$ cat config.mk
export PLATFORM = sky130hd
export DESIGN_NAME = pfdrc_ctrl
export DESIGN_NICKNAME = d
export VERILOG_FILES = /design/src/pfdrc_pkg.sv /design/src/pfdrc_ctrl.sv
export SDC_FILE = /design/constraint.sdc
export NUM_CORES = 1
export LEC_CHECK = 0
export BUFFER_PORTS_ARGS = -buffer_cell sky130_fd_sc_hd__buf_2
export CORE_AREA = 2 2 39 41
export DETAILED_ROUTE_END_ITERATION = 16
export DIE_AREA = 0 0 41 43
export MAX_ROUTING_LAYER = met4
export PLACE_DENSITY = 0.44
export SYNTH_ARGS = -nofsm -noshare
export SYNTH_HDL_FRONTEND = slang
export SYNTH_SLANG_ARGS = --single-unit
$ cat constraint.sdc
create_clock -name i_clk -period 3.1 [get_ports i_clk]
set_input_delay 0.62 -clock i_clk [delete_from_list [all_inputs] [get_ports i_clk]]
set_output_delay 0.62 -clock i_clk [all_outputs]
set_load 0.1 [all_outputs]
$ cat src/pfdrc_pkg.sv
// Shared definitions for the packet FIFO with duplicate rejection and range count.
// Holds field widths, command codes, controller states and control/status structs.
// No dependencies.
package pfdrc_pkg;

    // default queue depth and fixed field widths
    localparam int QUEUE_DEPTH_DEF = 256;
    localparam int CAP_W           = 9;
    localparam int CNT_W           = 9;
    localparam int SRC_W           = 16;
    localparam int DST_W           = 16;
    localparam int TS_W            = 32;
    localparam int WORD_W          = SRC_W + DST_W + TS_W;
    localparam int CMD_W           = 2;
    localparam int S_DATA_W        = SRC_W + DST_W + 3 * TS_W;
    localparam int M_DATA_W        = 80;
    localparam int M_USER_W        = 2;

    localparam logic [CAP_W-1:0] CAP_RESET = 9'd256;

    // command codes; the fourth code is unused and yields an all-zero result
    localparam logic [CMD_W-1:0] CMD_ADD = 2'd0;
    localparam logic [CMD_W-1:0] CMD_FWD = 2'd1;
    localparam logic [CMD_W-1:0] CMD_CNT = 2'd2;

    typedef enum logic [2:0] {
        S_IDLE,
        S_SCAN,
        S_DRAIN,
        S_POP,
        S_DONE
    } t_state;

    // controller to datapath
    typedef struct packed {
        logic load;     // capture input transfer, start a new item
        logic scan_rd;  // issue one scan read
        logic pop_rd;   // read the head entry
        logic commit;   // update queue state and load the result register
    } t_ctrl;

    // datapath to controller
    typedef struct packed {
        logic scan_done; // no scan reads left
        logic occ_nz;    // queue holds at least one packet
        logic out_free;  // result register can take a new result
    } t_status;

endpackage

$ cat src/pfdrc_ctrl.sv
// Controller state machine: sequences capture, scan, pop and commit of one item.
// Depends on pfdrc_pkg.
module pfdrc_ctrl
    import pfdrc_pkg::*;
(
    input  logic             i_clk,
    input  logic             i_rst_n,
    input  logic             i_in_valid,
    input  logic [CMD_W-1:0] i_in_cmd,
    input  t_status          i_status,
    output logic             o_in_ready,
    output t_ctrl            o_ctrl
);

    t_state r_state;
    t_state n_state;

    // state register
    always_ff @(posedge i_clk) begin
        if (!i_rst_n) begin
            r_state <= S_IDLE;
        end else begin
            r_state <= n_state;
        end
    end

    // next state
    always_comb begin
        n_state = r_state;
        case (r_state)
            S_IDLE: begin
                if (i_in_valid) begin
                    case (i_in_cmd)
                        CMD_ADD, CMD_CNT: n_state = S_SCAN;
                        CMD_FWD:          n_state = i_status.occ_nz ? S_POP : S_DONE;
                        default:          n_state = S_DONE;
                    endcase
                end
            end
            S_SCAN: begin
                if (i_status.scan_done) begin
                    n_state = S_DRAIN;
                end
            end
            S_DRAIN: n_state = S_DONE;
            S_POP:   n_state = S_DONE;
            S_DONE: begin
                if (i_status.out_free) begin
                    n_state = S_IDLE;
                end
            end
            default: n_state = S_IDLE;
        endcase
    end

    // outputs
    always_comb begin
        o_in_ready     = (r_state == S_IDLE);
        o_ctrl.load    = (r_state == S_IDLE) && i_in_valid;
        o_ctrl.scan_rd = (r_state == S_SCAN) && !i_status.scan_done;
        o_ctrl.pop_rd  = (r_state == S_POP);
        o_ctrl.commit  = (r_state == S_DONE) && i_status.out_free;
    end

endmodule

==> reports/results.ini, run 1 <==
[synth]
synth_top_area_share_pct=22.0
synth_cell_types=20
synth_area_sq_um=273
synthAdderAreaFrac_pct=0
avgSynthCellArea_sq_um=9.74
synth_commonest_cells=a21oi_1, dfxtp_1, nor3_1
synth-xor-area-share_pct=0
yosys.area_share.simple_pct=49.1
synth_nets=36
synth_ff_type=dfxtp_1
ys_warn_count=0
synth_mux_area_share_pct=5.50
synth.top_cells.by_area=dfxtp_1, nor4b_4, buf_6, a21oi_1, nor3_1
synthArstFlopShare_pct=0
synth_top_family_by_area=simple AND/OR/NAND/NOR gates
yosysTopAreaCell=dfxtp_1
synth-compound-area-share_pct=13.8
synth_enable_flop_cells=0
synthCells=28
ys_ff_latch=3
yosysSeqAreaShare_pct=22.0

[power_and_ir_drop]
switching_share_pct=43.5
p_switching_uw=89.3
pwr-share-clk_pct=32.4
p_per_area_nw_per_um2=545
finalPower_uw=205
comb_power_share_pct=41.6
ir_drop_mv=0.165
pwr-share-seq_pct=26.0
power.internal_uw=116
p_leak_uw=0.000164

[setup_path]
path_class=reg -> out
start_kind=flop
critPathMaxFanout=10
slowest_delay_ns=0.58
reg2reg_depth=3
cp.required_ns=2.48
path_cells=and4bb_2, buf_2
r2r_end=r_state[1]
cp-end-kind=primary output
r2r_setup_slack_ns=1.90
r2r-start=r_state[2]
critPathSlowestCell=dfxtp_1
cp_data_arrival_time_ns=1.50

[sta]
tns_ns=0
skew_ns=0.00130
hold_viol_final=0
max_slew_margin_pct=67.9
max_freq_mhz=472
worst-slew-pin-transition_ns=0.485
setup_viol=0
min_period_ns=2.12
slew_violations=0
rsz0062_at_grt=false
layout_setup_ws_ns=0.980
hold_slack_ns=0.652
fin_crit_sh_pct=68.4

[place]
place_worst_setup_slack_ns=1.02
hpwlAfterDp_um=460
io_buffers=12
gp_congestion=0.707

[cells_and_area]
multi_input_area_sq_um=206
largest_reg_flops=3
layout.area.seq_sq_um=60.1
fill_cells=156
area_growth_pct=38.1
final_util_pct=27.2
num_antenna_cells=0
top_register=r_state
reg_top3=r_state (3)
layout.nets=51
drive_gt1_share_pct=61.9

[floorplan]
die_w_um=41
die_area_sq_um=1760
fp.dieH_um=43
ioPinCount=13
rows=14
core_region_area_sq_um=1380
initial_utilization_pct=19.7

[global_route]
grt_pass1_vias=229
antenna_found_initial=0
overflow=0
grt_max_degree=11
track_usage_pct=8.52
grt_pass1_wl_um=966

[clocking]
clk_path_buf_depth=2
cts.repair.resized=0
cts_tree=yes
root_buffer=clkbuf_4
cts.sinks=3
clk_pin_slew_ns=0.04
cts_hold_buf=0
htree_levels=1
clkLatencyLatePin_ns=0.23
cts_setup_buffers=0
cts-buffers-inserted=3

[routing]
wl_per_cell_um=10.1
totalWireLength_um=583
drt-initial-drc-count=10
first_pass_iters=4
drtAntennaViolNets=0
avgViaCountPerCell=4.31
num_vias=250
drc_errors=0

[worst_hold_path]
worstHoldPathCells=2
worstHoldStart=i_rst_n
hp-class=in -> reg
min_to=r_state[2]

[run_status]
status=finished, final reports clean

[job]
maxCapViolations=0

-- final cells by class --
type,count,share of cell area (%)
tap,16,5.32
clock buffer,4,6.98
multi-input combinational,22,54.8
timing repair buffer,12,15.9
sequential,3,15.9
inverter,1,0.997
-- power groups by stage --
stage	registers, uW	clock network, uW	logic (uW)
4_1_cts	53.7	69.9	86.0
2_1_floorplan	45.2	0	84.4
3_3_place_gp	54.7	0	86.1
5_1_grt	54.7	76.9	89.7
3_5_place_dp	54.1	0	85.9
6_report	53.4	66.4	85.5
-- cell usage in the layout (no fill, tap or decap), types with 2 or more instances in the layout --
cell	Yosys	routed
clkbuf_4	0	3
dfxtp_1	3	3
nand2_1	2	2
nor3_2	0	3
a21oi_1	3	3
buf_2	0	12
-- critical path, delay by kind of cell (launching register included) --
family | cells | cell delay, ns
flip-flops | 1 | 0.58
buffers and inverters | 1 | 0.42
AND/OR/NAND/NOR | 1 | 0.27
-- logic make-up (layout without fill, tap and decap cells) --
logic type             Yosys count  after routing
buffers and inverters            3             17
multiplexers                     1              1
flip-flops                       3              3
AO/OA/AOI/OAI                    5              5
AND/OR/NAND/NOR                 16             16
-- how the worst max path moves through the flow --
stage	from	to	slack, ns	depth (start not counted)
6_report	r_state[2]	o_ctrl[0]	0.98	2
5_1_grt	r_state[2]	o_ctrl[0]	0.90	2
4_1_cts	r_state[2]	o_ctrl[0]	0.96	2
3_5_place_dp	i_status[2]	o_ctrl[2]	1.02	4
3_3_place_gp	i_status[2]	o_ctrl[2]	1.03	4
2_1_floorplan	i_status[2]	o_ctrl[2]	0.52	2
-- stage by stage --
stage          cell area [sq um]  instances
2_1_floorplan                293         28
3_3_place_gp                 350         54
3_5_place_dp                 350         54
4_1_cts                      377         58
5_1_grt                      377         58
6_report                     377         58
-- per-layer routing --
metal / up-vias / track usage, % / share of wire (%)
met5: - / - / 0
met3: 0 / 3.14 / 9.3
li1: 130 / - / -
met4: 0 / 6.00 / 0
met1: 110 / 11.5 / 47
met2: 10 / 10.0 / 44
(Power assumes the default switching activity.)
==> inputs of run 2 (changes only) <==
- PLACE_DENSITY: 0.44 -> 0.45
- clock period: 3.1 -> 1.9 ns (I/O delays scaled with it)
==> run 2 against run 1 <==
Via count rose by 9.2%. Final cell count grew 3.4%. Total power up 84%. Flip-flop and latch count unchanged. Die area unchanged. Largest power group unchanged. Combinational power up 110%. Clock power increased by 72%. First-iteration DRC count decreased by 60%. Hold slack worse by 0.26 ns. Non-clock buffer count is 2 higher. Worst setup slack got worse by 0.80 ns.
==> reports/results.ini, run 2 (synthesized netlist as in run 1, its figures left out) <==
[clocking]
clk_pin_slew_ns=0.04
clkLatencyLatePin_ns=0.23
cts_setup_buffers=0
cts.sinks=3
htree_levels=1
root_buffer=clkbuf_4
cts_tree=yes
cts-buffers-inserted=3
cts.repair.resized=0
cts_hold_buf=0
clk_path_buf_depth=2

[sta]
skew_ns=0.00412
max_freq_mhz=583
tns_ns=0
min_period_ns=1.72
setup_viol=0
worst-slew-pin-transition_ns=0.482
fin_crit_sh_pct=90.3
max_slew_margin_pct=68.1
layout_setup_ws_ns=0.184
rsz0062_at_grt=false
hold_viol_final=0
slew_violations=0

[routing]
totalWireLength_um=626
first_pass_iters=4
num_vias=273
avgViaCountPerCell=4.55
wl_per_cell_um=10.4
drtAntennaViolNets=0
drt-initial-drc-count=4
drc_errors=0

[cells_and_area]
reg_top3=r_state (3)
layout.nets=53
drive_gt1_share_pct=63.6
layout.area.seq_sq_um=60.1
top_register=r_state
final_common_cell=buf_2
finalNonFillerCells=60
fill_cells=144
design_area_sq_um=477
final_cell_mix=buf_2, buf_12
num_antenna_cells=0
multi_input_area_sq_um=231
area_growth_pct=74.8
largest_reg_flops=3

[power_and_ir_drop]
p_switching_uw=162
pwr-share-clk_pct=30.1
switching_share_pct=42.8
comb_power_share_pct=47.2
pwr-share-seq_pct=22.7
p_leak_uw=0.000189
finalPower_uw=378
ir_drop_mv=0.292
power.internal_uw=216
p_per_area_nw_per_um2=794

[place]
hpwlAfterDp_um=518
io_buffers=12
dp_cells=56
gp_congestion=0.765
place_worst_setup_slack_ns=0.429
dpl_cell_area_sq_um=450

[floorplan]
core_region_area_sq_um=1380
rows=14
initial_utilization_pct=19.7
die_area_sq_um=1760
ioPinCount=13
die_w_um=41
fp.dieH_um=43

[global_route]
grt_pass1_wl_um=1060
overflow=0
grt_pass1_vias=255
track_usage_pct=9.38
antenna_found_initial=0
grt_max_degree=11

[setup_path]
path_delay_family=flip-flops
path_class=reg -> out
r2r-start=r_state[2]
critPathSlowestCell=dfxtp_1
path_cells=nand2b_2, nor3_4, buf_12
cp-end-kind=primary output
cp_num_buf_inv=1
slowest_delay_ns=0.58
cp_data_arrival_time_ns=1.34
start_kind=flop
critPathMaxFanout=10
cp.required_ns=1.52
setup.worst_path.start=r_state[0]

[worst_hold_path]
worstHoldStart=i_rst_n
hp-class=in -> reg

[run_status]
status=finished, final reports clean

[job]
maxCapViolations=0

-- run 2: changes by cell type in the layout (fill, tap and decap cells not counted), sizes merged --
cell,previous run,this run
buf,12,14
-- run 2: worst paths after layout --
kind | slack (ns) | cells past startpoint | end
max | 0.18 | 3 | o_ctrl[2]
min | 0.39 | 2 | r_state[2]
max reg2reg | 0.62 | 3 | r_state[2]
min reg2reg | 0.69 | 2 | r_state[1]
-- run 2: per-layer routing --
| layer | track usage, % | vias up | wire, um | part of all wire, % |
|---|---|---|---|---|
| li1 | - | 136 | - | - |
| met1 | 12.6 | 121 | 268 | 43 |
| met2 | 11.6 | 14 | 294 | 47 |
| met3 | 3.14 | 2 | 46 | 7.3 |
| met4 | 6.00 | 0 | 17 | 2.7 |
| met5 | - | - | 0 | 0 |
-- run 2: power groups by stage --
stage | Combinational [uW] | Clock, uW | Sequential, uW
floorplan | 149 | 0 | 74.8
global placement | 181 | 0 | 87.7
detailed placement | 180 | 0 | 87.1
CTS | 181 | 117 | 86.2
global route | 186 | 126 | 88.2
finish | 179 | 114 | 85.9
-- run 2: final cells by class --
class / count / share of cell area (%)
multi-input cells: 22 / 48.6
repair buffers: 14 / 28.3
well taps: 16 / 4.20
clock buffers: 4 / 5.51
inverters: 1 / 0.787
flip-flops and latches: 3 / 12.6
-- run 2: stage by stage --
step	utilization, %	hold WS [ns]
2_1_floorplan	-	0.511
3_3_place_gp	32.5	0.637
3_5_place_dp	32.5	0.635
4_1_cts	34.4	0.391
5_1_grt	34.4	0.391
6_report	34.4	0.392
-- run 2: worst register-to-register path, cell delays in order (launching register included) --
cell     delay [ns]
dfxtp_1        0.56
buf_4          0.23
a21oi_1        0.05
o311a_1        0.32
